## src/rtl/tvc_pkg.sv

```systemverilog
// Shared types and constants of the teleop velocity conditioner.
package tvc_pkg;

  localparam int unsigned SAMPLE_W   = 16;
  localparam int unsigned SMOOTH_XB  = 8;
  localparam int unsigned SMOOTH_W   = SAMPLE_W + SMOOTH_XB;
  localparam int unsigned NAXES      = 6;
  localparam int unsigned GROUP_AXES = 3;
  localparam int unsigned CFG_IDX_W  = 3;
  localparam int unsigned CFG_DATA_W = 16;
  localparam int unsigned DZ_W       = 15;
  localparam int unsigned MAXMAG_W   = 15;
  localparam int unsigned GAIN_W     = 16;
  localparam int unsigned COAST_W    = 8;

  // item kinds
  localparam logic [1:0] CMD_SAMPLE = 2'd0;
  localparam logic [1:0] CMD_BUTTON = 2'd1;
  localparam logic [1:0] CMD_TICK   = 2'd2;

  // configuration register indexes
  localparam logic [CFG_IDX_W-1:0] REG_DEADZONE  = 3'd0;
  localparam logic [CFG_IDX_W-1:0] REG_MAX_MAG   = 3'd1;
  localparam logic [CFG_IDX_W-1:0] REG_GAIN      = 3'd2;
  localparam logic [CFG_IDX_W-1:0] REG_COAST     = 3'd3;
  localparam logic [CFG_IDX_W-1:0] REG_AXIS_LOCK = 3'd4;

  // configuration reset values
  localparam logic [DZ_W-1:0]     DEADZONE_RST = 15'd205;
  localparam logic [MAXMAG_W-1:0] MAX_MAG_RST  = 15'd4096;
  localparam logic [GAIN_W-1:0]   GAIN_RST     = 16'd13107;
  localparam logic [COAST_W-1:0]  COAST_RST    = 8'd6;
  localparam logic                AXIS_LOCK_RST = 1'b1;

  localparam logic [COAST_W-1:0]  TICKS_SAT    = 8'hFF;

  typedef enum logic [2:0] {
    MODE_BOTH = 3'b001,
    MODE_LIN  = 3'b010,
    MODE_ANG  = 3'b100
  } mode_e;

  typedef logic signed [SAMPLE_W-1:0] sample_t;
  typedef logic signed [SMOOTH_W-1:0] smooth_t;
  typedef sample_t [NAXES-1:0] axes_t;
  typedef smooth_t [NAXES-1:0] smooth_axes_t;

  typedef struct packed {
    logic [1:0]          command;
    logic signed [15:0]  lin_x;
    logic signed [15:0]  lin_y;
    logic signed [15:0]  lin_z;
    logic signed [15:0]  ang_x;
    logic signed [15:0]  ang_y;
    logic signed [15:0]  ang_z;
    logic                mode_button;
  } in_item_t;

  typedef struct packed {
    logic signed [15:0] out_lin_x;
    logic signed [15:0] out_lin_y;
    logic signed [15:0] out_lin_z;
    logic signed [15:0] out_ang_x;
    logic signed [15:0] out_ang_y;
    logic signed [15:0] out_ang_z;
  } res_item_t;

  typedef struct packed {
    logic full;
    logic empty;
  } fifo_stat_t;

endpackage

```

## src/rtl/tvc_shaper.sv

```systemverilog
// Deadzone, clamp and dominant-axis lock of one velocity sample.
module tvc_shaper (
  input  tvc_pkg::axes_t                   raw_i,
  input  logic [tvc_pkg::DZ_W-1:0]         deadzone_i,
  input  logic [tvc_pkg::MAXMAG_W-1:0]     max_mag_i,
  input  logic                             lock_en_i,
  output tvc_pkg::axes_t                   shaped_o
);

  function automatic logic [tvc_pkg::SAMPLE_W-1:0] mag_of(input logic [tvc_pkg::SAMPLE_W-1:0] v);
    logic [tvc_pkg::SAMPLE_W-1:0] m;
    m = v[tvc_pkg::SAMPLE_W-1] ? (~v + 1'b1) : v;
    return m;
  endfunction

  function automatic logic [tvc_pkg::SAMPLE_W-1:0] condition(
    input logic [tvc_pkg::SAMPLE_W-1:0] v,
    input logic [tvc_pkg::DZ_W-1:0]     dz,
    input logic [tvc_pkg::MAXMAG_W-1:0] mx
  );
    logic signed [tvc_pkg::SAMPLE_W:0] v_ext;
    logic signed [tvc_pkg::SAMPLE_W:0] mx_pos;
    logic signed [tvc_pkg::SAMPLE_W:0] mx_neg;
    logic [tvc_pkg::SAMPLE_W-1:0]      res;
    v_ext  = $signed({v[tvc_pkg::SAMPLE_W-1], v});
    mx_pos = $signed({2'b00, mx});
    mx_neg = -mx_pos;
    if (mag_of(v) < {1'b0, dz}) begin
      res = '0;
    end else if (v_ext > mx_pos) begin
      res = mx_pos[tvc_pkg::SAMPLE_W-1:0];
    end else if (v_ext < mx_neg) begin
      res = mx_neg[tvc_pkg::SAMPLE_W-1:0];
    end else begin
      res = v;
    end
    return res;
  endfunction

  tvc_pkg::axes_t cond;

  always_comb begin
    logic [1:0] best;
    logic [tvc_pkg::SAMPLE_W-1:0] best_mag;
    for (int i = 0; i < tvc_pkg::NAXES; i++) begin
      cond[i] = condition(raw_i[i], deadzone_i, max_mag_i);
    end
    shaped_o = cond;
    // when the lock is enabled, keep only the largest axis of each group, lowest index wins ties
    for (int g = 0; g < tvc_pkg::NAXES / tvc_pkg::GROUP_AXES; g++) begin
      best     = 2'd0;
      best_mag = mag_of(cond[g * tvc_pkg::GROUP_AXES]);
      for (int k = 1; k < tvc_pkg::GROUP_AXES; k++) begin
        if (mag_of(cond[g * tvc_pkg::GROUP_AXES + k]) > best_mag) begin
          best     = 2'(k);
          best_mag = mag_of(cond[g * tvc_pkg::GROUP_AXES + k]);
        end
      end
      if (lock_en_i) begin
        for (int k = 0; k < tvc_pkg::GROUP_AXES; k++) begin
          if (best != 2'(k)) begin
            shaped_o[g * tvc_pkg::GROUP_AXES + k] = '0;
          end
        end
      end
    end
  end

endmodule

```

## config.mk

```make
export PLATFORM = sky130hd
export DESIGN_NAME = tvc_shaper
export DESIGN_NICKNAME = d
export VERILOG_FILES = /design/src/rtl/tvc_pkg.sv /design/src/rtl/tvc_shaper.sv
export SDC_FILE = /design/constraint.sdc
export NUM_CORES = 1
export LEC_CHECK = 0
export ABC_AREA = 1
export BUFFER_PORTS_ARGS = -buffer_cell sky130_fd_sc_hd__buf_2
export CORE_ASPECT_RATIO = 0.9
export CORE_MARGIN = 2
export CORE_UTILIZATION = 65
export DETAILED_ROUTE_END_ITERATION = 16
export GPL_TIMING_DRIVEN = 0
export PLACE_DENSITY = 0.94
export SLEW_MARGIN = 40
export SYNTH_ARGS = -nofsm -noshare
export SYNTH_HDL_FRONTEND = slang
export SYNTH_SLANG_ARGS = --single-unit
```

## constraint.sdc

```tcl
create_clock -name vclk -period 22.7
set_input_delay 5.675 -clock vclk [all_inputs]
set_output_delay 5.675 -clock vclk [all_outputs]
set_load 0.01 [all_outputs]
```

==> flow_summary.ini <==
[timing]
setup_violations = 0
min_period_over_period_pct = 92.9
worstMarginPinSlew_ns = 0.919
hold_viol_final = 0
slew_violations = 0
fmax_mhz = 47.4
post-route-min-period_ns = 21.09
maxSlewHeadroom_pct = 38.4
fin_tns_setup_ns = 0
rsz0062_at_grt = no

[finish]
regArea_um2 = 0
areaGrowthSynthToFinish_pct = 9.76
nFlopsAndLatches = 0
final_nets = 3458
nClkBuffers = 0
utilization_pct = 72.7
layout_commonest_cell = nand2_1
final_cells = 3302
drive_above_1_share_pct = 14.1
num_antenna_cells = 0
most-common-layout-cells = 718 x nand2_1, 335 x ha_1, 320 x nand3_1

[global_route]
grt_overflow = 0
grt_start_max_net_pins = 14
grt_pass1_vias = 20100
track_usage_pct = 47.6
grt_pass1_wl_mm = 99.5
grt_antenna_before_repair = 1

[routing]
drtPass1Iterations = 7
routed_wl_mm = 64.5
drt_iter0_markers = 2664
ant_nets = 0
vias = 21100
viasPerCell = 6.39
drc = 0
wl_per_cell_um = 19.5

[worst_hold_path]
min_path_type = in -> out

[die]
rows = 54
die_area_mm2 = 0.0261
die_w_um = 170
die_h_um = 153
core_region_area_mm2 = 0.0243
start_util_pct = 66.3
io-pin-count = 223

[place]
port_buffers = 222
hpwlAfterDp_mm = 52.4
dp.cells = 3302
gp_congestion = 1.07

[synth]
syn_inst = 2771
ys_types = 61
ys_seq_area_share_pct = 0
synth_area_mm2 = 0.0161
synth_area_per_cell_um2 = 5.82
yosys_warnings = 0
syn_nets = 3233

[critical_path]
cp_max_fo = 12
crit_end = shaped_o[89]
worstPathArrival_ns = 15.42
required_ns = 17.02
critPathCaptureType = output port
critPathKind = in -> out
slowest_delay_ns = 0.72
critPathLaunch = max_mag_i[1]
crit_slowest_cell = xor2_2
crit_top_cell = nand2_1
worst_setup_path_start_kind = primary input

[power]
combPwrFrac_pct = 100.0
p_int_mw = 0.332
p_seq_share_pct = 0
switching_share_pct = 65.5
switching_power_mw = 0.630
clock_power_share_pct = 0
leakage_nw = 10.3
p_per_area_mw_per_mm2 = 54.4
vdd_drop_max_mv = 0.0685
finalPower_mw = 0.962

[clock_network]
cts_setup_buffers = 0
cts_hold_repair.buffers = 0
postCtsResizedCells = 0

[job]
maxCapViolCount = 0

[outcome]
outcome = completed
power by group through the flow:
stage	logic, mW	clock network (mW)	registers (mW)
4_1_cts	0.931	0	0
6_report	0.962	0	0
3_3_place_gp	0.878	0	0
5_1_grt	1.06	0	0
3_5_place_dp	0.926	0	0
2_1_floorplan	0.658	0	0
metal layers:
metal	GRT usage, %	up-vias	wire, um
li1	-	9740	-
met1	56.4	9424	24000
met2	77.6	1538	27800
met3	10.8	386	8290
met4	29.9	0	4450
met5	0	-	0
critical path: cells and delay by family:
kind	cells	cell delay, ns
buffers and inverters	9	2.16
adders and majority gates	5	1.67
AOI/OAI and AO/OA	9	2.34
xor gates and xnor gates	1	0.72
and+or+nand+nor	21	2.83
worst min path at each step:
| stage | from | endpoint | slack, ns | cells after the start |
|---|---|---|---|---|
| floorplan | max_mag_i[0] | shaped_o[32] | 11.59 | 4 |
| global placement | raw_i[32] | shaped_o[32] | 11.92 | 6 |
| finish | raw_i[32] | shaped_o[32] | 11.93 | 6 |
| global route | raw_i[32] | shaped_o[32] | 11.94 | 6 |
| CTS | raw_i[32] | shaped_o[32] | 11.92 | 6 |
| detailed placement | raw_i[32] | shaped_o[32] | 11.92 | 6 |
Yosys cell counts, drive strengths merged (9+ instances only):
cell type | count | share of area, %
a211oi | 11 | 0.51
o21ai | 129 | 4.2
nor3 | 44 | 1.5
o211ai | 17 | 0.79
xnor2 | 33 | 1.8
xor2 | 84 | 4.6
nor2 | 299 | 7.4
inv | 332 | 7.7
nand4 | 47 | 2.0
buf | 43 | 2.0
nand2 | 769 | 19
clkbuf | 26 | 0.63
nand3b | 15 | 0.82
nand3 | 356 | 12
ha | 335 | 26
a21oi | 140 | 4.3
o21bai | 9 | 0.49
cells by family after synthesis:
| group | Yosys count | share of synthesized area (%) |
|---|---|---|
| buffers and inverters | 408 | 10.5 |
| and+or+nand+nor | 1548 | 43.8 |
| xor gates and xnor gates | 117 | 6.40 |
| AOI/OAI and AO/OA | 363 | 13.3 |
| adders and majority gates | 335 | 26.0 |
final cells by class:
cell class         count  area, um^2
repair buffers       223        1120
fillers             2125        6630
inverters            339        1270
plain buffers         69         418
well taps            308         385
multi-input cells   2363       14500
per-stage QoR:
step	worst slack, ns	hold slack, ns	area (um^2)
6_report	1.61	11.93	17700
5_1_grt	1.08	11.94	17700
4_1_cts	1.97	11.92	17700
3_5_place_dp	1.98	11.92	17700
3_3_place_gp	2.00	11.92	17600
2_1_floorplan	4.47	11.59	16100
No activity file was read; power rests on OpenSTA's default activity.
