<file path="config.mk">
export PLATFORM = sky130hd
export DESIGN_NAME = tvc_smoother
export DESIGN_NICKNAME = d
export VERILOG_FILES = /design/src/rtl/tvc_pkg.sv /design/src/rtl/tvc_smoother.sv
export SDC_FILE = /design/constraint.sdc
export NUM_CORES = 1
export LEC_CHECK = 0
export ABC_AREA = 1
export BUFFER_PORTS_ARGS = -buffer_cell sky130_fd_sc_hd__clkbuf_2
export CORE_MARGIN = 2
export CORE_UTILIZATION = 55
export DETAILED_ROUTE_END_ITERATION = 10
export PLACE_DENSITY_LB_ADDON = 0.3
export SETUP_SLACK_MARGIN = 0.2
export SYNTH_ARGS = -nofsm -noshare
export SYNTH_HDL_FRONTEND = slang
export SYNTH_SLANG_ARGS = --single-unit
</file>
<file path="constraint.sdc">
create_clock -name vclk -period 37.6
set_input_delay 7.52 -clock vclk [all_inputs]
set_output_delay 7.52 -clock vclk [all_outputs]
set_load 0.03 [all_outputs]
</file>
<file path="src/rtl/tvc_pkg.sv">
// Shared types and constants of the teleop velocity conditioner.
package tvc_pkg;

  localparam int unsigned SAMPLE_W   = 16;
  localparam int unsigned SMOOTH_XB  = 8;
  localparam int unsigned SMOOTH_W   = SAMPLE_W + SMOOTH_XB;
  localparam int unsigned NAXES      = 6;
  localparam int unsigned GROUP_AXES = 3;
  localparam int unsigned CFG_IDX_W  = 3;
  localparam int unsigned CFG_DATA_W = 16;
  localparam int unsigned DZ_W       = 15;
  localparam int unsigned MAXMAG_W   = 15;
  localparam int unsigned GAIN_W     = 16;
  localparam int unsigned COAST_W    = 8;

  // item kinds
  localparam logic [1:0] CMD_SAMPLE = 2'd0;
  localparam logic [1:0] CMD_BUTTON = 2'd1;
  localparam logic [1:0] CMD_TICK   = 2'd2;

  // configuration register indexes
  localparam logic [CFG_IDX_W-1:0] REG_DEADZONE  = 3'd0;
  localparam logic [CFG_IDX_W-1:0] REG_MAX_MAG   = 3'd1;
  localparam logic [CFG_IDX_W-1:0] REG_GAIN      = 3'd2;
  localparam logic [CFG_IDX_W-1:0] REG_COAST     = 3'd3;
  localparam logic [CFG_IDX_W-1:0] REG_AXIS_LOCK = 3'd4;

  // configuration reset values
  localparam logic [DZ_W-1:0]     DEADZONE_RST = 15'd205;
  localparam logic [MAXMAG_W-1:0] MAX_MAG_RST  = 15'd4096;
  localparam logic [GAIN_W-1:0]   GAIN_RST     = 16'd13107;
  localparam logic [COAST_W-1:0]  COAST_RST    = 8'd6;
  localparam logic                AXIS_LOCK_RST = 1'b1;

  localparam logic [COAST_W-1:0]  TICKS_SAT    = 8'hFF;

  typedef enum logic [2:0] {
    MODE_BOTH = 3'b001,
    MODE_LIN  = 3'b010,
    MODE_ANG  = 3'b100
  } mode_e;

  typedef logic signed [SAMPLE_W-1:0] sample_t;
  typedef logic signed [SMOOTH_W-1:0] smooth_t;
  typedef sample_t [NAXES-1:0] axes_t;
  typedef smooth_t [NAXES-1:0] smooth_axes_t;

  typedef struct packed {
    logic [1:0]          command;
    logic signed [15:0]  lin_x;
    logic signed [15:0]  lin_y;
    logic signed [15:0]  lin_z;
    logic signed [15:0]  ang_x;
    logic signed [15:0]  ang_y;
    logic signed [15:0]  ang_z;
    logic                mode_button;
  } in_item_t;

  typedef struct packed {
    logic signed [15:0] out_lin_x;
    logic signed [15:0] out_lin_y;
    logic signed [15:0] out_lin_z;
    logic signed [15:0] out_ang_x;
    logic signed [15:0] out_ang_y;
    logic signed [15:0] out_ang_z;
  } res_item_t;

  typedef struct packed {
    logic full;
    logic empty;
  } fifo_stat_t;

endpackage

</file>
<file path="src/rtl/tvc_smoother.sv">
// One axis of the exponential smoother, Q3.20 state.
module tvc_smoother (
  input  tvc_pkg::smooth_t                 s_i,
  input  tvc_pkg::sample_t                 held_i,
  input  logic [tvc_pkg::GAIN_W-1:0]       gain_i,
  output tvc_pkg::smooth_t                 s_next_o
);

  localparam int unsigned DIFF_W = tvc_pkg::SMOOTH_W + 1;
  localparam int unsigned PROD_W = DIFF_W + tvc_pkg::GAIN_W + 1;
  localparam int unsigned STEP_W = PROD_W - tvc_pkg::GAIN_W;

  logic signed [tvc_pkg::SMOOTH_W-1:0] target;
  logic signed [DIFF_W-1:0]            diff;
  logic signed [PROD_W-1:0]            prod;
  logic signed [STEP_W-1:0]            step;
  logic signed [STEP_W-1:0]            sum;

  assign target = $signed({held_i, {tvc_pkg::SMOOTH_XB{1'b0}}});
  assign diff   = $signed({target[tvc_pkg::SMOOTH_W-1], target})
                - $signed({s_i[tvc_pkg::SMOOTH_W-1], s_i});
  assign prod   = $signed({1'b0, gain_i}) * diff;
  // floor of alpha * diff / 65536
  assign step   = prod[PROD_W-1:tvc_pkg::GAIN_W];
  assign sum    = $signed({{(STEP_W - tvc_pkg::SMOOTH_W){s_i[tvc_pkg::SMOOTH_W-1]}}, s_i})
                + step;

  // a released axis drops straight to zero
  assign s_next_o = (held_i == '0) ? '0 : sum[tvc_pkg::SMOOTH_W-1:0];

endmodule

</file>
==> out/qor.csv, run 1 <==
stage,metric,value,unit
status,status,"finished, final reports clean",
finish,Nets,2864,
yosys,Synthesized Nets,2831,
yosys,share of the synthesized area in the top cell type,0.449,
drt,top layer in use,met4,
drt,Initial DRC Count,1065,
drt,routed length on met1,19.2,mm
timing,Slew headroom,0.0969,
drt,Avg WL per Cell,18.4,um
critical_path,worst setup path class,in2out,
placed_design,# port buffers,80,
global_route,vias in the first global route,15500,
floorplan,Ports,80,
timing,Final Slew Violations,0,
yosys,post-synthesis compound-gate area fraction,0.0685,
finish,# clk buffers,0,
timing,RSZ-0062 raised after global routing,no,
timing,final worst path period share,0.677,
global_route,largest net degree at the start of global routing,25,
timing,Tightest Pin Transition,1340,ps
critical_path,critical path arrival,17940,ps
drt,"antenna viol nets, final",0,
yosys,"count leader, synth",inv_1,
yosys,main combinational cell family by area after synthesis,adder cells,
run,number of max-cap violations,0,
critical_path,Critical Path Fanout Max,16,
timing,Fin. Hold Viols,0,
yosys,"top cells by count, synth","inv_1, nand2_1, fa_1",
cts,hold_buf cts,0,
drt,drt pass-1 iters,7,
finish,Reg area,0,um^2
yosys,post-synthesis instance total,2263,
timing,FMAX,39.3,MHz
critical_path,CP top delay family,adder cells,
drt,via count,14700,
critical_path,Critical Path End Type,output port,
yosys,sequential area share after synthesis,0,
finish,seq_cells,0,
hold_path,worst min path class,in2out,
yosys,largest area contributor in the netlist,fa_1,
global_route,initial antenna violation count,0,
critical_path,Crit-path slowest cell,xnor2_1,
critical_path,Worst setup SP type,input port,
global_route,Total GRT Usage,0.328,
yosys,"top cells by area, synth","fa_1, inv_1, ha_1",
drt,met3 wire length,3.81,mm
drt,drt drc,0,
yosys,Synth Area in XOR/XNOR,0.0256,
global_route,first-pass GRT wire length,80.0,mm
drt,Vias per Instance,5.49,
finish,Util after Layout,0.584,
cts,post-CTS resize count,0,
timing,Setup TNS,0,ps
cts,Post-CTS Setup Bufs,0,
timing,# setup viols final,0,
placed_design,GP Congestion,1.00,
floorplan,chip height,178,um
yosys,number of distinct library cells after synthesis,45,
critical_path,max incr delay on CP,1050,ps
timing,Tmin final,25460,ps
finish,antenna cells,0,
yosys,Post-Syn Area,0.0167,mm^2
global_route,grt total ovfl,0,
placed_design,post-detail-place hpwl,42.7,mm
drt,met2 wire len,24.0,mm
finish,Multi-input gate area,0.0140,mm^2
yosys,syn avg cell area,7.38,um^2
critical_path,"Buf+Inv Stages, Crit Path",12,
floorplan,core box area,0.0298,mm^2
yosys,simple-gate share of the synthesized area,0.193,
drt,DRT Wirelength,49.5,mm
finish,Fill cells,2874,
yosys,post-synthesis mux area share,0,
finish,layout cells sized above 1,0.0554,
critical_path,cell repeated most along the worst path,inv_1,
finish,Layout area overhead,4.21,%
yosys,Ys Warns,0,
yosys,synthesized-area fraction occupied by adder cells,0.552,
floorplan,Die X-Extent,178,um
floorplan,Rows,63,
critical_path,Worst EP required,30080,ps
floorplan,initial core utilization,0.560,
floorplan,die area,0.0318,mm^2
==> cell type report <==
class                      instances  area share
inverter                         659       0.142
tap                              390      0.0281
timing repair buffer              83      0.0243
multi-input combinational       1552       0.805
==> per-stage QoR <==
| step | area, um^2 | setup WS (ps) | instances | hold WS [ps] |
|---|---|---|---|---|
| 3_3_place_gp | 17400 | 12650 | 2684 | 15620 |
| 5_1_grt | 17400 | 11470 | 2684 | 15680 |
| 6_report | 17400 | 12140 | 2684 | 15640 |
| 3_5_place_dp | 17400 | 12460 | 2684 | 15640 |
| 4_1_cts | 17400 | 12420 | 2684 | 15640 |
| 2_1_floorplan | 16700 | 14620 | 2263 | 15400 |
==> worst paths after layout <==
check  startpoint            to  cells past startpoint
max        s_i[0]  s_next_o[23]                     45
min       s_i[20]  s_next_o[20]                      4
==> tightest hold or removal path, cell delays in order <==
cell and delay, ps:
clkbuf_2 110, ha_1 210, a21oi_1 80, clkbuf_2 190
==> placed cells by master, fill, tap and decap left out, types with 17 or more instances in the layout <==
master      n
inv_1     648
xor2_1     35
a21oi_1   100
fa_1      374
nor2_1    246
o21ai_0    61
nand3_1    70
a31oi_1    17
nand2_1   395
ha_1      138
clkbuf_2   80
or2_2      22
==> cells by family after synthesis <==
group	after synthesis
fa+ha+maj	512
xor+xnor	48
simple gates	784
buf+inv	711
compound gates	208
==> per-layer routing <==
| layer | track usage | vias up |
|---|---|---|
| met5 | 0 | - |
| met4 | 0.137 | 0 |
| met3 | 0.0371 | 152 |
| met2 | 0.563 | 630 |
| met1 | 0.422 | 7286 |
| li1 | - | 6669 |
Power of run 1 is left out: the tool's default activity adds up to more than one toggle a clock period on the data nets, which glitch-free logic cannot reach.
==> inputs of run 2 (changes only) <==
==> constraint.sdc (replaced) <==
create_clock -name vclk -period 21.4
set_input_delay 4.28 -clock vclk [all_inputs]
set_output_delay 4.28 -clock vclk [all_outputs]
set_load 0.03 [all_outputs]
==> run 2 against run 1 <==
Net effect: first-iteration DRC count is 0.38% higher; cell count stayed put; highest routed layer unchanged; setup slack worse by 9600 ps; routed wire length hardly changed; via count is 0.27% lower; global-route usage is 0.19 points lower; non-clock buffer count stayed put; largest cell class unchanged; flip-flop and latch count stayed put; die area stayed put; sequential share of layout area stayed put.
==> out/qor.csv, run 2 (synthesized netlist as in run 1, its figures left out) <==
stage,metric,value,unit,change
critical_path,max incr delay on CP,1070,ps,+20 ps
global_route,grt total ovfl,0,,unchanged
global_route,vias in the first global route,15500,,-0.077%
timing,# setup viols final,0,,unchanged
drt,drt pass-1 iters,5,,-2
floorplan,die area,0.0318,mm^2,unchanged
global_route,largest net degree at the start of global routing,25,,unchanged
timing,Slew headroom,0.0687,,-0.0282
placed_design,# port buffers,80,,unchanged
critical_path,Worst setup SP type,input port,,
critical_path,Crit-path slowest cell,xnor2_1,,
finish,most frequent cells in the layout,"inv_1, nand2_1, fa_1",,
critical_path,Worst EP required,17120,ps,-12960 ps
floorplan,initial core utilization,0.560,,unchanged
timing,final worst path period share,0.884,,
timing,Final Slew Violations,0,,unchanged
cts,Post-CTS Setup Bufs,0,,unchanged
timing,Tightest Pin Transition,1390,ps,+42.1 ps
finish,Nets,2864,,unchanged
finish,Reg area,0,um^2,unchanged
critical_path,CP Launch Point,s_i[0],,
finish,Multi-input gate area,0.0140,mm^2,unchanged
finish,Layout area overhead,4.21,%,unchanged
status,status,"finished, final reports clean",,
drt,Vias per Instance,5.48,,-0.27%
drt,Initial DRC Count,1069,,+0.38%
drt,"antenna viol nets, final",0,,unchanged
critical_path,Critical Path End Type,output port,,
floorplan,chip height,178,um,unchanged
timing,Fin. Hold Viols,0,,unchanged
global_route,initial antenna violation count,0,,unchanged
global_route,first-pass GRT wire length,79.1,mm,-1.1%
floorplan,Rows,63,,unchanged
finish,seq_cells,0,,unchanged
timing,RSZ-0062 raised after global routing,no,,
timing,FMAX,52.9,MHz,
drt,Avg WL per Cell,18.4,um,about the same
critical_path,critical path arrival,14630,ps,-3310 ps
cts,post-CTS resize count,0,,unchanged
run,number of max-cap violations,0,,unchanged
finish,antenna cells,0,,unchanged
drt,drt drc,0,,unchanged
global_route,Total GRT Usage,0.326,,-0.00191
critical_path,worst setup path class,in2out,,
placed_design,GP Congestion,1.00,,about the same
hold_path,worst hold endpoint,s_next_o[22],,
finish,"most common cell after layout, fill and taps aside",inv_1,,
finish,# clk buffers,0,,unchanged
hold_path,worst min path class,in2out,,
finish,Fill cells,2877,,+0.10%
floorplan,Ports,80,,unchanged
floorplan,core box area,0.0298,mm^2,unchanged
drt,via count,14700,,-0.27%
timing,Setup TNS,0,ps,unchanged
finish,layout cells sized above 1,0.0554,,unchanged
placed_design,post-detail-place hpwl,42.7,mm,+0.12%
hold_path,Cells on Worst Hold Path,4,,unchanged
floorplan,Die X-Extent,178,um,unchanged
critical_path,cell repeated most along the worst path,inv_1,,
timing,Tmin final,18910,ps,
cts,hold_buf cts,0,,unchanged
hold_path,Hold Crit Start,s_i[22],,
drt,DRT Wirelength,49.5,mm,about the same
critical_path,Critical Path Fanout Max,16,,unchanged
## run 2: cell counts in the layout (fill, tap and decap cells not counted)
No cell type changed its count.
## run 2: worst max-delay path: cells and delay by family
family / cells / cell delay, ps
adder cells (fa/ha/maj): 9 / 3800
XOR/XNOR: 2 / 1230
buffers and inverters: 12 / 1550
AO/OA/AOI/OAI: 9 / 1770
AND/OR/NAND/NOR: 13 / 1990
## run 2: worst max path at each step
stage                   endpoint  slack, ps
global placement    s_next_o[22]       2930
global route        s_next_o[23]       1860
detailed placement  s_next_o[22]       2760
CTS                 s_next_o[23]       2740
floorplan           s_next_o[22]       4900
finish              s_next_o[23]       2490
## run 2: stage by stage
stage	util	setup WS [ps]	hold WS [ps]	instance area, um^2	cells
finish	0.584	2490	9150	17400	2684
global route	0.584	1860	9180	17400	2684
CTS	0.584	2740	9150	17400	2684
detailed placement	0.584	2760	9150	17400	2684
global placement	0.584	2930	9140	17400	2684
floorplan	-	4900	8920	16700	2263
## run 2: layout make-up
cell class | instances | share of cell area
inverter | 659 | 0.142
timing repair buffer | 83 | 0.0243
multi-input combinational | 1552 | 0.805
tap | 390 | 0.0281
## run 2: metal layers
layer  vias up  track usage  part of all wire
li1       6674            -                 -
met1      7253        0.408              0.39
met2       605        0.558              0.48
met3       165       0.0494             0.075
met4         0        0.146             0.056
met5         -            0                 0
Power of run 2 is left out for the same reason.
==> inputs of run 3 (changes only) <==
==> constraint.sdc (replaced) <==
create_clock -name vclk -period 17.8
set_input_delay 3.56 -clock vclk [all_inputs]
set_output_delay 3.56 -clock vclk [all_outputs]
set_load 0.03 [all_outputs]
==> run 3 against run 2 <==
Net effect: cell count grew 0.19%; routed wire length grew 0.12%; sequential share of layout area is the same; cell area grew 0.26%; utilization grew 0.15 points; first-iteration DRC count grew 8.9%; non-clock buffer count grew 5; hold slack lost 1400 ps; via count grew 0.17%; die area is the same; clock-buffer cell count is the same; critical path type unchanged.
==> out/qor.csv, run 3 (synthesized netlist as in run 1, its figures left out) <==
stage,metric,value,unit,change
drt,Vias per Instance,5.47,,about the same
drt,routed length on met1,19.0,mm,-1.2%
status,status,"finished, final reports clean",,
critical_path,max incr delay on CP,560,ps,-510 ps
finish,# clk buffers,0,,unchanged
timing,RSZ-0062 raised after global routing,no,,
global_route,first-pass GRT wire length,78.3,mm,-1.0%
placed_design,post-detail-place hpwl,43.1,mm,+0.80%
floorplan,initial core utilization,0.560,,unchanged
finish,most frequent cells in the layout,"inv_1, nand2_1, fa_1",,
finish,fin area,0.0174,mm^2,+0.26%
critical_path,Worst setup SP type,input port,,
finish,Nets,2869,,+0.17%
critical_path,worst setup path class,in2out,,
finish,Util after Layout,0.585,,+0.00151
hold_path,worst min path class,in2out,,
finish,Reg area,0,um^2,unchanged
drt,Initial DRC Count,1164,,+8.9%
placed_design,GP Congestion,0.987,,-1.5%
floorplan,core box area,0.0298,mm^2,unchanged
drt,drt drc,0,,unchanged
drt,via count,14700,,+0.17%
floorplan,chip height,178,um,unchanged
timing,Fin. Hold Viols,0,,unchanged
timing,Tmin final,16870,ps,
drt,DRT Wirelength,49.6,mm,+0.12%
critical_path,Crit-path slowest cell,fa_1,,
floorplan,Ports,80,,unchanged
drt,top layer in use,met4,,
global_route,largest net degree at the start of global routing,25,,unchanged
finish,layout cells sized above 1,0.0579,,+0.00249
finish,antenna cells,0,,unchanged
critical_path,Worst EP required,14240,ps,-2880 ps
critical_path,Critical Path End Type,output port,,
critical_path,"Buf+Inv Stages, Crit Path",9,,-3
timing,PnR worst setup slack,926,ps,-1560 ps
floorplan,die area,0.0318,mm^2,unchanged
timing,Slew headroom,0.171,,+0.103
placed_design,# port buffers,80,,unchanged
timing,final worst path period share,0.948,,
global_route,initial antenna violation count,0,,unchanged
timing,Final Slew Violations,0,,unchanged
finish,Layout area overhead,4.48,%,
placed_design,DP Area,0.0174,mm^2,+0.22%
finish,"most common cell after layout, fill and taps aside",inv_1,,
drt,"antenna viol nets, final",0,,unchanged
timing,Tightest Pin Transition,1230,ps,-153 ps
critical_path,critical path arrival,13310,ps,-1320 ps
drt,Avg WL per Cell,18.4,um,about the same
global_route,grt total ovfl,0,,unchanged
floorplan,Rows,63,,unchanged
placed_design,dpl ws,923,ps,-1840 ps
drt,met3 wire length,3.97,mm,+6.3%
drt,met2 wire len,24.6,mm,+3.4%
critical_path,CP top delay family,adder cells,,
timing,FMAX,59.3,MHz,
run,number of max-cap violations,0,,unchanged
timing,Setup TNS,0,ps,unchanged
finish,seq_cells,0,,unchanged
global_route,Total GRT Usage,0.322,,-0.00347
floorplan,Die X-Extent,178,um,unchanged
global_route,vias in the first global route,15300,,-1.1%
critical_path,Critical Path Fanout Max,9,,-7
timing,# setup viols final,0,,unchanged
drt,drt pass-1 iters,6,,+1
[run 3: path summary, 6_finish.rpt]
path | cells past startpoint | endpoint | start | slack (ps)
max | 44 | s_next_o[22] | s_i[17] | 930
min | 4 | s_next_o[22] | s_i[22] | 7710
[run 3: tightest hold or removal path, stage by stage]
cell and delay [ps]:
clkbuf_2 100, ha_1 220, a21oi_1 80, clkbuf_2 180
[run 3: layout make-up]
cell class / instances / area (um^2)
multi-input cells: 1552 / 14000
fillers: 2915 / 12400
inverters: 659 / 2470
well taps: 390 / 488
repair buffers: 88 / 460
[run 3: through the flow]
stage                     cells  hold WS (ps)
after CTS                  2689          7700
after detailed placement   2689          7700
final                      2689          7710
after global placement     2689          7690
after global routing       2689          7750
after floorplan            2263          7480
[run 3: what timing repair did]
item                       4_1_cts  5_1_grt
hold buffers                     0        0
gates resized for setup          0        1
buffers inserted                 0        0
setup endpoints to repair        0        1
hold endpoints to repair         0        0
[run 3: metal layers]
| metal | vias to the layer above | global-route usage |
|---|---|---|
| li1 | 6691 | - |
| met1 | 7259 | 0.398 |
| met2 | 652 | 0.577 |
| met3 | 120 | 0.0475 |
| met4 | 0 | 0.111 |
| met5 | - | 0 |
Power of run 3 is left out for the same reason.
