### src/rtl/tvc_pkg.sv
// Shared types and constants of the teleop velocity conditioner.
package tvc_pkg;

  localparam int unsigned SAMPLE_W   = 16;
  localparam int unsigned SMOOTH_XB  = 8;
  localparam int unsigned SMOOTH_W   = SAMPLE_W + SMOOTH_XB;
  localparam int unsigned NAXES      = 6;
  localparam int unsigned GROUP_AXES = 3;
  localparam int unsigned CFG_IDX_W  = 3;
  localparam int unsigned CFG_DATA_W = 16;
  localparam int unsigned DZ_W       = 15;
  localparam int unsigned MAXMAG_W   = 15;
  localparam int unsigned GAIN_W     = 16;
  localparam int unsigned COAST_W    = 8;

  // item kinds
  localparam logic [1:0] CMD_SAMPLE = 2'd0;
  localparam logic [1:0] CMD_BUTTON = 2'd1;
  localparam logic [1:0] CMD_TICK   = 2'd2;

  // configuration register indexes
  localparam logic [CFG_IDX_W-1:0] REG_DEADZONE  = 3'd0;
  localparam logic [CFG_IDX_W-1:0] REG_MAX_MAG   = 3'd1;
  localparam logic [CFG_IDX_W-1:0] REG_GAIN      = 3'd2;
  localparam logic [CFG_IDX_W-1:0] REG_COAST     = 3'd3;
  localparam logic [CFG_IDX_W-1:0] REG_AXIS_LOCK = 3'd4;

  // configuration reset values
  localparam logic [DZ_W-1:0]     DEADZONE_RST = 15'd205;
  localparam logic [MAXMAG_W-1:0] MAX_MAG_RST  = 15'd4096;
  localparam logic [GAIN_W-1:0]   GAIN_RST     = 16'd13107;
  localparam logic [COAST_W-1:0]  COAST_RST    = 8'd6;
  localparam logic                AXIS_LOCK_RST = 1'b1;

  localparam logic [COAST_W-1:0]  TICKS_SAT    = 8'hFF;

  typedef enum logic [2:0] {
    MODE_BOTH = 3'b001,
    MODE_LIN  = 3'b010,
    MODE_ANG  = 3'b100
  } mode_e;

  typedef logic signed [SAMPLE_W-1:0] sample_t;
  typedef logic signed [SMOOTH_W-1:0] smooth_t;
  typedef sample_t [NAXES-1:0] axes_t;
  typedef smooth_t [NAXES-1:0] smooth_axes_t;

  typedef struct packed {
    logic [1:0]          command;
    logic signed [15:0]  lin_x;
    logic signed [15:0]  lin_y;
    logic signed [15:0]  lin_z;
    logic signed [15:0]  ang_x;
    logic signed [15:0]  ang_y;
    logic signed [15:0]  ang_z;
    logic                mode_button;
  } in_item_t;

  typedef struct packed {
    logic signed [15:0] out_lin_x;
    logic signed [15:0] out_lin_y;
    logic signed [15:0] out_lin_z;
    logic signed [15:0] out_ang_x;
    logic signed [15:0] out_ang_y;
    logic signed [15:0] out_ang_z;
  } res_item_t;

  typedef struct packed {
    logic full;
    logic empty;
  } fifo_stat_t;

endpackage

### src/rtl/tvc_res_fifo.sv
// Two-entry result buffer that decouples the output stall from the input side.
module tvc_res_fifo (
  input  logic                  clk_i,
  input  logic                  rst_ni,
  input  logic                  push_i,
  input  tvc_pkg::res_item_t    push_data_i,
  input  logic                  out_stall_i,
  output logic                  out_valid_o,
  output tvc_pkg::res_item_t    out_data_o,
  output tvc_pkg::fifo_stat_t   stat_o
);

  localparam int unsigned DEPTH = 2;

  tvc_pkg::res_item_t entry_q [DEPTH];
  logic       wr_ptr_q, wr_ptr_d;
  logic       rd_ptr_q, rd_ptr_d;
  logic [1:0] cnt_q, cnt_d;
  logic       pop;

  assign pop         = out_valid_o & ~out_stall_i;
  assign out_valid_o = (cnt_q != 2'd0);
  assign out_data_o  = entry_q[rd_ptr_q];
  assign stat_o.full  = (cnt_q == 2'(DEPTH));
  assign stat_o.empty = (cnt_q == 2'd0);

  always_comb begin
    wr_ptr_d = push_i ? ~wr_ptr_q : wr_ptr_q;
    rd_ptr_d = pop ? ~rd_ptr_q : rd_ptr_q;
    cnt_d    = cnt_q + {1'b0, push_i} - {1'b0, pop};
  end

  always_ff @(posedge clk_i or negedge rst_ni) begin
    if (!rst_ni) begin
      wr_ptr_q <= 1'b0;
      rd_ptr_q <= 1'b0;
      cnt_q    <= 2'd0;
    end else begin
      wr_ptr_q <= wr_ptr_d;
      rd_ptr_q <= rd_ptr_d;
      cnt_q    <= cnt_d;
    end
  end

  always_ff @(posedge clk_i) begin
    if (push_i) begin
      entry_q[wr_ptr_q] <= push_data_i;
    end
  end

endmodule

### config.mk
export PLATFORM = sky130hd
export DESIGN_NAME = tvc_res_fifo
export DESIGN_NICKNAME = d
export VERILOG_FILES = /design/src/rtl/tvc_pkg.sv /design/src/rtl/tvc_res_fifo.sv
export SDC_FILE = /design/constraint.sdc
export NUM_CORES = 1
export LEC_CHECK = 0
export ABC_AREA = 1
export BUFFER_PORTS_ARGS = -buffer_cell sky130_fd_sc_hd__buf_2
export CAP_MARGIN = 40
export CORE_MARGIN = 1.5
export CORE_UTILIZATION = 48
export CTS_CLUSTER_DIAMETER = 30
export DETAILED_ROUTE_END_ITERATION = 10
export PLACE_DENSITY = 0.79
export SETUP_SLACK_MARGIN = 0.2
export SYNTH_ARGS = -nofsm -noshare
export SYNTH_HDL_FRONTEND = slang
export SYNTH_SLANG_ARGS = --single-unit
### constraint.sdc
create_clock -name clk_i -period 5.85 [get_ports clk_i]
set_input_delay 1.755 -clock clk_i [delete_from_list [all_inputs] [get_ports clk_i]]
set_output_delay 1.755 -clock clk_i [all_outputs]
set_load 0.02 [all_outputs]
==> out/metrics.yaml, run 1 <==
power_and_ir_drop:
  ir_worst_vdd_v: 0.000335
  power_density_nw_per_um2: 522
  leakagePower_nw: 3.93
critical_path:
  path_common_cell: "nand2_1"
  crit_chain: "inv_4 -> buf_16 -> nand2_1 -> nand2_1 -> buf_2"
  reg2reg_slack_ns: 3.72
  slowest_stage: "dfrtp_4"
  crit_path_end: "out_data_o[78]"
  cp-startpoint: "rd_ptr_q$_DFFE_PN0P_"
  required_ns: 4.09
  max_stage_delay_ns: 0.48
  critical_path_class: "register to output pin"
  timing.rr.end: "entry_q[0][12]$_DFFE_PP_"
  crit_path_start_kind: "register"
  crit_fanout: 72
  arrival_ns: 1.87
  cp-end-kind: "output pin"
  r2r-start: "wr_ptr_q$_DFFE_PN0P_"
  rr_worst_depth: 3
clocking:
  post_cts_buffers: 0
  clock_path_buffers: 2
  clock_sinks: 196
  htree_levels: 4
  cts_tree: "yes"
  cts_resized: 0
  cts-root-buf: "clkbuf_16"
  clock_latency_ns: 0.42
  numCtsBuffers: 17
  clk_pin_slew_ns: 0.07
  postCtsHoldBufs: 0
global_routing:
  grt_pass1_wl_microns: 22100
  grt-ovfl-total: 0
  grt_usage_pct: 18.3
  grt_pass1_vias: 4559
  grt_max_degree: 78
  antenna_found_initial: 0
yosys:
  synthMuxAreaShare_pct: 0
  synth_area_leader_cell: "edfxtp_1"
  synth_xor_area_share_pct: 0.121
  syn_area_sq_um: 7220
  ys_seq_area_share_pct: 81.2
  ys_warn_count: 0
  synthTopCellsByArea: "edfxtp_1 80%, nand2_1 15%, dfrtp_1 1.4%, buf_2 0.97%, buf_6 0.78%"
  yosys.cell_types.count: 12
  avgSynthCellArea_sq_um: 13.5
  ys_ff_latch: 196
  synthAdderAreaFrac_pct: 0.347
  synth_top_family_by_area: "simple AND/OR/NAND/NOR gates"
  synth_cells: 533
  synth_compound_area_share_pct: 0
  synth.top_cell.area_share_pct: 79.8
  synthSimpleGateAreaFrac_pct: 15.7
  syn_nets: 635
cells_and_area:
  fin_nets: 838
  final_area_sq_um: 8990
  antenna_cells: 0
  fin_util_pct: 61.6
  fin_cells: 933
  area_delta_synth_final_pct: 24.5
  drive_gt1_share_pct: 31.5
place:
  placedInstanceArea_sq_um: 8430
  dp_cells: 901
  gp_congestion: 0.715
  dp_hpwl_microns: 9130
  numPortBuffers: 198
route:
  via_count: 4529
  drc_errors: 0
  routedWlPerCell_microns: 15.0
  drtAntennaViolNets: 0
  drt-vias-per-instance: 4.85
  drt_iter0_drc: 295
  drt-total-wl_microns: 14000
  first_pass_iters: 5
status:
  status: "complete, no violations"
timing:
  finalHoldViolCount: 0
  finClkSkew_ns: 0.00603
  worstMarginPinSlew_ns: 0.703
  layout_min_cycle_time_ns: 3.63
  drv_slew: 0
  rsz0062_at_grt: "no"
  layout_worst_path_cycle_share_pct: 62.0
  tns_ns: 0
  relSlewSlack_pct: 53.1
  fmax_mhz: 276
  timing.final.setup_violations: 0
floorplanning:
  core_sq_um: 14600
  io_pins: 199
  initial_core_util_pct: 49.5
  die_w_microns: 126
  fp-row-count: 44
  die_y_microns: 126
  die-area_sq_um: 15800
flow_run:
  drv_cap: 0
hold_path:
  hp-class: "register to register"
-- worst max-delay path, delay by kind of cell, from the launching register on --
family        cells  cell delay [ns]
buf+inv           3             0.71
flops             1             0.48
simple gates      2             0.19
-- synth_stat cells --
cell      instances
buf_4             2
ha_1              2
inv_1            10
nor2_1            2
buf_6             5
xor2_1            1
inv_4             1
edfxtp_1        192
nand2_1         298
buf_2            14
dfrtp_1           4
nand3_1           2
-- per-layer routing --
metal	global-route usage, %	wire length, microns
met5	0	0
met4	7.49	208
met1	21.6	5440
met3	5.65	966
met2	31.1	7390
-- layout make-up --
class	instances	area, sq um
Fill cell	1120	5600
Clock inverter	14	135
Inverter	11	46.3
Sequential cell	196	5870
Multi-Input combinational cell	305	1180
Clock buffer	18	429
Timing Repair Buffer	205	1100
Tap cell	184	230
-- power by group --
part	leakage, nW	switching, mW	internal [mW]	total, mW
logic	1.81	1.18	0.473	1.65
registers	1.85	0.0684	1.87	1.93
clock network	0.271	0.487	0.627	1.11
-- state kept, by name (all words and copies together) (netlist names) --
name and cells:
wr_ptr_q 1, rd_ptr_q 1, entry_q 192, cnt_q 2
-- cell families (layout without fill, tap and decap cells) --
family        count (synthesis)  count (layout)
xor+xnor                      1               1
fa+ha+maj                     2               2
buf+inv                      32             248
flops                       196             196
simple gates                302             302
-- layout by cell type, fill, tap and decap left out, types with 2 or more instances in the layout --
cell,netlist,routed
clkinvlp_4,0,2
inv_1,10,9
buf_4,2,4
buf_16,0,3
nand2_1,298,298
bufinv_16,0,2
ha_1,2,2
inv_6,0,3
clkinv_1,0,4
nand3_1,2,2
clkinv_2,0,2
buf_2,14,198
edfxtp_1,192,192
dfrtp_1,4,3
clkbuf_16,0,17
inv_4,1,2
-- metrics by stage --
step / power (mW) / hold WS [ns] / setup slack, ns
2_1_floorplan: 3.07 / 0.481 / 1.15
3_3_place_gp: 3.54 / 0.530 / 2.23
3_5_place_dp: 3.63 / 0.551 / 2.17
4_1_cts: 4.75 / 0.562 / 2.20
5_1_grt: 4.96 / 0.572 / 2.10
6_report: 4.70 / 0.558 / 2.22
-- worst min-delay path by stage --
stage / from / to / cells after the start / slack, ns
6_report: wr_ptr_q$_DFFE_PN0P_ / wr_ptr_q$_DFFE_PN0P_ / 1 / 0.56
5_1_grt: wr_ptr_q$_DFFE_PN0P_ / wr_ptr_q$_DFFE_PN0P_ / 1 / 0.57
4_1_cts: wr_ptr_q$_DFFE_PN0P_ / wr_ptr_q$_DFFE_PN0P_ / 1 / 0.56
3_5_place_dp: wr_ptr_q$_DFFE_PN0P_ / wr_ptr_q$_DFFE_PN0P_ / 1 / 0.55
3_3_place_gp: wr_ptr_q$_DFFE_PN0P_ / wr_ptr_q$_DFFE_PN0P_ / 1 / 0.53
2_1_floorplan: wr_ptr_q$_DFFE_PN0P_ / wr_ptr_q$_DFFE_PN0P_ / 1 / 0.48
(Power assumes the default switching activity.)
==> run 2: changes to the inputs <==
==> constraint.sdc (replaced) <==
create_clock -name clk_i -period 3.6 [get_ports clk_i]
set_input_delay 1.08 -clock clk_i [delete_from_list [all_inputs] [get_ports clk_i]]
set_output_delay 1.08 -clock clk_i [all_outputs]
set_load 0.02 [all_outputs]
==> run 2 against run 1 <==
Compared with the run above: critical path depth unchanged; count of clock-buffer cells in the layout grew 1; worst setup slack got worse by 1.6 ns; cell area rose by 0.78%; die area stayed put; largest cell class unchanged; sequential power is 65% higher; register-to-register slack got worse by 1.9 ns; global-route usage barely moved.
==> out/metrics.yaml, run 2 (synthesized netlist as in run 1, its figures left out) <==
route:
  via_count: 4555  # +0.57%
  drtAntennaViolNets: 0  # unchanged
  drc_errors: 0  # unchanged
  first_pass_iters: 4  # -1
  drt-vias-per-instance: 4.87  # +0.36%
  drt-total-wl_microns: 14200  # +1.6%
  routedWlPerCell_microns: 15.2  # +1.4%
  drt_iter0_drc: 299  # +1.4%
cells_and_area:
  layout_commonest_cell: "nand2_1"
  reg_top3: "entry_q (192), cnt_q (2)"
  drive_gt1_share_pct: 31.8  # +0.27 points
  regMostFlops: "entry_q"
  largest_register_ffs: 192  # unchanged
  area_delta_synth_final_pct: 25.5
  mostFrequentLayoutCells: "298 x nand2_1, 198 x buf_2, 192 x edfxtp_1, 17 x clkbuf_16, 9 x inv_1"
  fin_nets: 838  # unchanged
global_routing:
  grt_pass1_vias: 4678  # +2.6%
  grt_usage_pct: 18.3  # +0.032 points
  grt_max_degree: 82  # +5.1%
  grt-ovfl-total: 0  # unchanged
  antenna_found_initial: 2  # +2
  grt_pass1_wl_microns: 22200  # +0.41%
critical_path:
  r2r-start: "wr_ptr_q$_DFFE_PN0P_"
  crit_path_start_kind: "register"
  crit_fanout: 51  # -29%
  arrival_ns: 1.90  # +0.03 ns
  required_ns: 2.52  # -1.57 ns
  timing.rr.end: "entry_q[1][18]$_DFFE_PP_"
  critical_path_class: "register to output pin"
  cp-end-kind: "output pin"
  rr_worst_depth: 3  # unchanged
  reg2reg_slack_ns: 1.82  # -1.90 ns
timing:
  timing.final.setup_violations: 0  # unchanged
  relSlewSlack_pct: 57.0  # +3.8 points
  fin_ws_ns: 0.621  # -1.60 ns
  tns_ns: 0  # unchanged
  rsz0062_at_grt: "no"
  drv_slew: 0  # unchanged
  layout_min_cycle_time_ns: 2.98
  fmax_mhz: 336
  finClkSkew_ns: 0.00814  # +0.00211 ns
  worstMarginPinSlew_ns: 0.644  # -0.0590 ns
  layout_worst_path_cycle_share_pct: 82.8
  finalHoldViolCount: 0  # unchanged
floorplanning:
  initial_core_util_pct: 49.5  # unchanged
  die_y_microns: 126  # unchanged
  io_pins: 199  # unchanged
  core_sq_um: 14600  # unchanged
  die_w_microns: 126  # unchanged
  die-area_sq_um: 15800  # unchanged
  fp-row-count: 44  # unchanged
clocking:
  cts_resized: 0  # unchanged
  clk_pin_slew_ns: 0.07  # about the same
  cts-root-buf: "clkbuf_16"
  clock_sinks: 196  # unchanged
  post_cts_buffers: 0  # unchanged
  htree_levels: 4  # unchanged
  cts_tree: "yes"
  postCtsHoldBufs: 0  # unchanged
  clock_path_buffers: 2  # unchanged
  clock_latency_ns: 0.42  # about the same
  numCtsBuffers: 17  # unchanged
hold_path:
  hp-class: "primary input to asynchronous set/reset pin"
place:
  pre_cts_slack_ns: 1.01  # -1.16 ns
  numPortBuffers: 198  # unchanged
  gp_congestion: 0.823  # +15%
  dp_hpwl_microns: 9390  # +2.8%
power_and_ir_drop:
  ir_worst_vdd_v: 0.000467  # +39%
  leakagePower_nw: 3.95  # +0.53%
  power_density_nw_per_um2: 862  # +65%
status:
  status: "complete, no violations"
flow_run:
  drv_cap: 0  # unchanged
## run 2: worst max-delay path by stage
stage | from | to | slack (ns) | depth (start not counted)
finish | rd_ptr_q$_DFFE_PN0P_ | out_data_o[48] | 0.62 | 5
global route | rd_ptr_q$_DFFE_PN0P_ | out_data_o[93] | 0.47 | 5
CTS | rd_ptr_q$_DFFE_PN0P_ | out_data_o[48] | 0.61 | 5
detailed placement | push_i | entry_q[1][16]$_DFFE_PP_ | 1.01 | 4
global placement | push_i | entry_q[1][67]$_DFFE_PP_ | 1.01 | 4
floorplan | push_i | entry_q[1][0]$_DFFE_PP_ | 0.63 | 2
## run 2: worst max-delay path, stage by stage, from the launching register on
cell	delay [ns]
dfrtp_4	0.59
inv_4	0.08
buf_4	0.42
nand2_1	0.11
nand2_1	0.10
buf_2	0.16
## run 2: stage by stage
stage                     total power [mW]  std cells  area (sq um)  hold WS, ns  utilization (%)
after global placement                5.80        901          8420        0.533             57.7
after detailed placement              5.87        901          8420        0.536             57.7
after CTS                             7.89        933          9060        0.461             62.1
after global routing                  8.21        935          9060        0.461             62.1
final                                 7.81        935          9060        0.473             62.1
after floorplan                       4.98        533          7230        0.515                -
## run 2: area by class of cell
class	count	area, sq um
inverter	11	47.5
clock inverter	13	205
tap	184	230
sequential	196	5870
fill	1123	5530
multi-input combinational	305	1180
antenna	2	5.00
clock buffer	19	433
timing repair buffer	205	1090
## run 2: per-layer routing
metal | track usage [%] | share of wire [%] | up-vias
met5 | 0 | 0 | -
li1 | - | - | 2202
met2 | 32.3 | 52 | 183
met1 | 19.4 | 38 | 2148
met3 | 6.97 | 8.4 | 22
met4 | 8.36 | 1.8 | 0
## run 2: where the power goes
group          switching (mW)  internal [mW]  leakage [nW]
clock network           0.783           1.23         0.305
registers               0.146           3.03          1.85
logic                    1.86          0.749          1.80
total                    2.79           5.01          3.95
==> run 3: changes to the inputs <==
--- a/config.mk
+++ b/config.mk
@@ -9,10 +9,10 @@
 export BUFFER_PORTS_ARGS = -buffer_cell sky130_fd_sc_hd__buf_2
 export CAP_MARGIN = 40
 export CORE_MARGIN = 1.5
-export CORE_UTILIZATION = 48
+export CORE_UTILIZATION = 47
 export CTS_CLUSTER_DIAMETER = 30
 export DETAILED_ROUTE_END_ITERATION = 10
-export PLACE_DENSITY = 0.79
+export PLACE_DENSITY = 0.81
 export SETUP_SLACK_MARGIN = 0.2
 export SYNTH_ARGS = -nofsm -noshare
 export SYNTH_HDL_FRONTEND = slang
==> constraint.sdc (replaced) <==
create_clock -name clk_i -period 2.65 [get_ports clk_i]
set_input_delay 0.795 -clock clk_i [delete_from_list [all_inputs] [get_ports clk_i]]
set_output_delay 0.795 -clock clk_i [all_outputs]
set_load 0.02 [all_outputs]
==> run 3 against run 2 <==
Compared with the run above: critical path depth down 1; worst hold slack worse by 0.31 ns; first-iteration DRC count down 13%; sequential share of layout area decreased by 0.73 points; final cell count is 0.75% higher; worst setup slack worse by 0.37 ns; routed wire length decreased by 2.0%; register-to-register slack got worse by 0.70 ns; critical endpoint is now out_data_o[0]; largest power group unchanged; highest routed layer unchanged.
==> out/metrics.yaml, run 3 (synthesized netlist as in run 1, its figures left out) <==
timing:
  worstMarginPinSlew_ns: 0.583  # -0.0612 ns
  finalHoldViolCount: 0  # unchanged
  drv_slew: 0  # unchanged
  layout_min_cycle_time_ns: 2.40
  fmax_mhz: 416
  tns_ns: 0  # unchanged
  finClkSkew_ns: 0.00578  # -0.00236 ns
  rsz0062_at_grt: "yes"
  timing.final.setup_violations: 0  # unchanged
  relSlewSlack_pct: 61.1  # +4.2 points
  layout_worst_path_cycle_share_pct: 90.7
clocking:
  clock_latency_ns: 0.42  # about the same
  cts-root-buf: "clkbuf_16"
  postCtsHoldBufs: 0  # unchanged
  clock_path_buffers: 2  # unchanged
  cts_tree: "yes"
  clk_pin_slew_ns: 0.06  # about the same
  clock_sinks: 196  # unchanged
  numCtsBuffers: 17  # unchanged
  htree_levels: 4  # unchanged
flow_run:
  drv_cap: 0  # unchanged
global_routing:
  grt_max_degree: 97  # +18%
  grt_pass1_vias: 4277  # -8.6%
  antenna_found_initial: 0  # -2
  grt_pass1_wl_microns: 21300  # -4.2%
  grt_usage_pct: 17.8  # -0.52 points
  grt-ovfl-total: 0  # unchanged
power_and_ir_drop:
  swShare_pct: 36.2  # +0.39 points
  power_density_nw_per_um2: 1160  # +35%
  power.internal_mw: 6.79  # +35%
  ir_worst_vdd_v: 0.000716  # +53%
  leakagePower_nw: 3.99  # +0.85%
  switching_power_mw: 3.85  # +38%
  p_seq_share_pct: 40.4  # -0.3 points
  clock_power_share_pct: 23.3  # -2.5 points
  power_frac_comb_pct: 36.3  # +2.8 points
critical_path:
  crit_chain: "buf_4 -> nand2_1 -> nand2_1 -> buf_2"
  max_stage_delay_ns: 0.54  # -0.05 ns
  slowest_stage: "dfrtp_4"
  path_common_cell: "nand2_1"
  reg2reg_slack_ns: 1.12  # -0.70 ns
  cp-end-kind: "output pin"
  arrival_ns: 1.61  # -0.29 ns
  crit_path_start_kind: "register"
  crit_fanout: 21  # -59%
  critPathTopFamily: "flip-flops"
  critPathBufInv: 2  # -1
  critical_path_class: "register to output pin"
  required_ns: 1.86  # -0.66 ns
route:
  drt-total-wl_microns: 13900  # -2.0%
  drt_iter0_drc: 261  # -13%
  routedWlPerCell_microns: 14.8  # -2.8%
  drc_errors: 0  # unchanged
  drt-vias-per-instance: 4.75  # -2.5%
  via_count: 4474  # -1.8%
  first_pass_iters: 4  # unchanged
  drtAntennaViolNets: 0  # unchanged
cells_and_area:
  regMostFlops: "entry_q"
  final_area_sq_um: 9160  # +1.1%
  drive_gt1_share_pct: 32.0  # +0.19 points
  fillers: 1181  # +5.2%
  multi_input_area_sq_um: 1190  # +1.4%
  largest_register_ffs: 192  # unchanged
  reg_top3: "entry_q (192), cnt_q (2)"
  layout_commonest_cell: "nand2_1"
  antenna_cells: 0  # -2
  fin_nets: 844  # +0.72%
  fin_util_pct: 60.7  # -1.4 points
  mostFrequentLayoutCells: "297 x nand2_1, 193 x buf_2, 192 x edfxtp_1, 17 x clkbuf_16, 9 x buf_4"
  regArea_sq_um: 5870  # unchanged
  area_delta_synth_final_pct: 26.9
floorplanning:
  io_pins: 199  # unchanged
  die_y_microns: 127  # +1.0%
  die_w_microns: 127  # +1.0%
  initial_core_util_pct: 47.9  # -1.6 points
  core_sq_um: 15100  # +3.4%
  fp-row-count: 45  # +2.3%
  die-area_sq_um: 16100  # +2.1%
place:
  gp_congestion: 0.696  # -16%
  numPortBuffers: 198  # unchanged
  dp_hpwl_microns: 8760  # -6.8%
  placedInstanceArea_sq_um: 8500  # +0.94%
status:
  status: "complete, no violations"
hold_path:
  hp-class: "primary input to asynchronous set/reset pin"
[run 3: timing repair]
action                     CTS  global route
setup endpoints to repair   76            53
setup buffers                3             0
gates cloned                 2             0
gates resized for setup      6             5
[run 3: through the flow]
step	worst slack [ns]	instances	total power [mW]	hold WS (ns)
after floorplan	0.00447	533	6.77	0.499
after global placement	0.522	906	8.00	0.548
after detailed placement	0.513	906	8.10	0.558
after CTS	0.189	942	10.8	0.142
after global routing	0.152	942	11.2	0.137
final	0.247	942	10.6	0.167
[run 3: worst reg2reg max path: cells and delay by family, from the launching register on]
family,cells,cell delay [ns]
AND/OR/NAND/NOR,1,0.07
flip-flops,1,0.51
buffers and inverters,2,0.46
[run 3: path summary, 6_finish.rpt]
| check | startpoint | endpoint | cells past startpoint |
|---|---|---|---|
| setup / recovery | rd_ptr_q$_DFFE_PN0P_ | out_data_o[0] | 4 |
| hold / removal | rst_ni | cnt_q[0]$_DFF_PN0_ | 1 |
| setup reg to reg | wr_ptr_q$_DFFE_PN0P_ | entry_q[1][89]$_DFFE_PP_ | 3 |
| hold reg to reg | cnt_q[1]$_DFF_PN0_ | cnt_q[1]$_DFF_PN0_ | 3 |
| max in group asynchronous | rst_ni | rd_ptr_q$_DFFE_PN0P_ | 1 |
| min in group clk_i | push_data_i[94] | entry_q[0][94]$_DFFE_PP_ | 1 |
[run 3: layout make-up]
cell class / instances / area share, %
sequential: 196 / 64.0
timing repair buffer: 210 / 13.3
multi-input combinational: 305 / 13.0
clock buffer: 18 / 4.68
tap: 188 / 2.57
clock inverter: 13 / 1.54
inverter: 11 / 0.765
timing repair inverter: 1 / 0.0956
[run 3: per-layer routing]
layer  track usage (%)  wire length (microns)  vias to the layer above
li1                  -                      -                     2204
met1              21.8                   5830                     2094
met2              29.0                   6980                      159
met3              6.37                    972                       17
met4              6.82                    160                        0
met5                 0                      0                        -
[run 3: power groups by stage]
stage	Combinational, mW	Sequential (mW)	Clock (mW)
2_1_floorplan	2.45	4.32	0
3_3_place_gp	3.68	4.32	0
3_5_place_dp	3.75	4.34	0
4_1_cts	3.91	4.31	2.54
5_1_grt	4.21	4.35	2.67
6_report	3.86	4.30	2.48
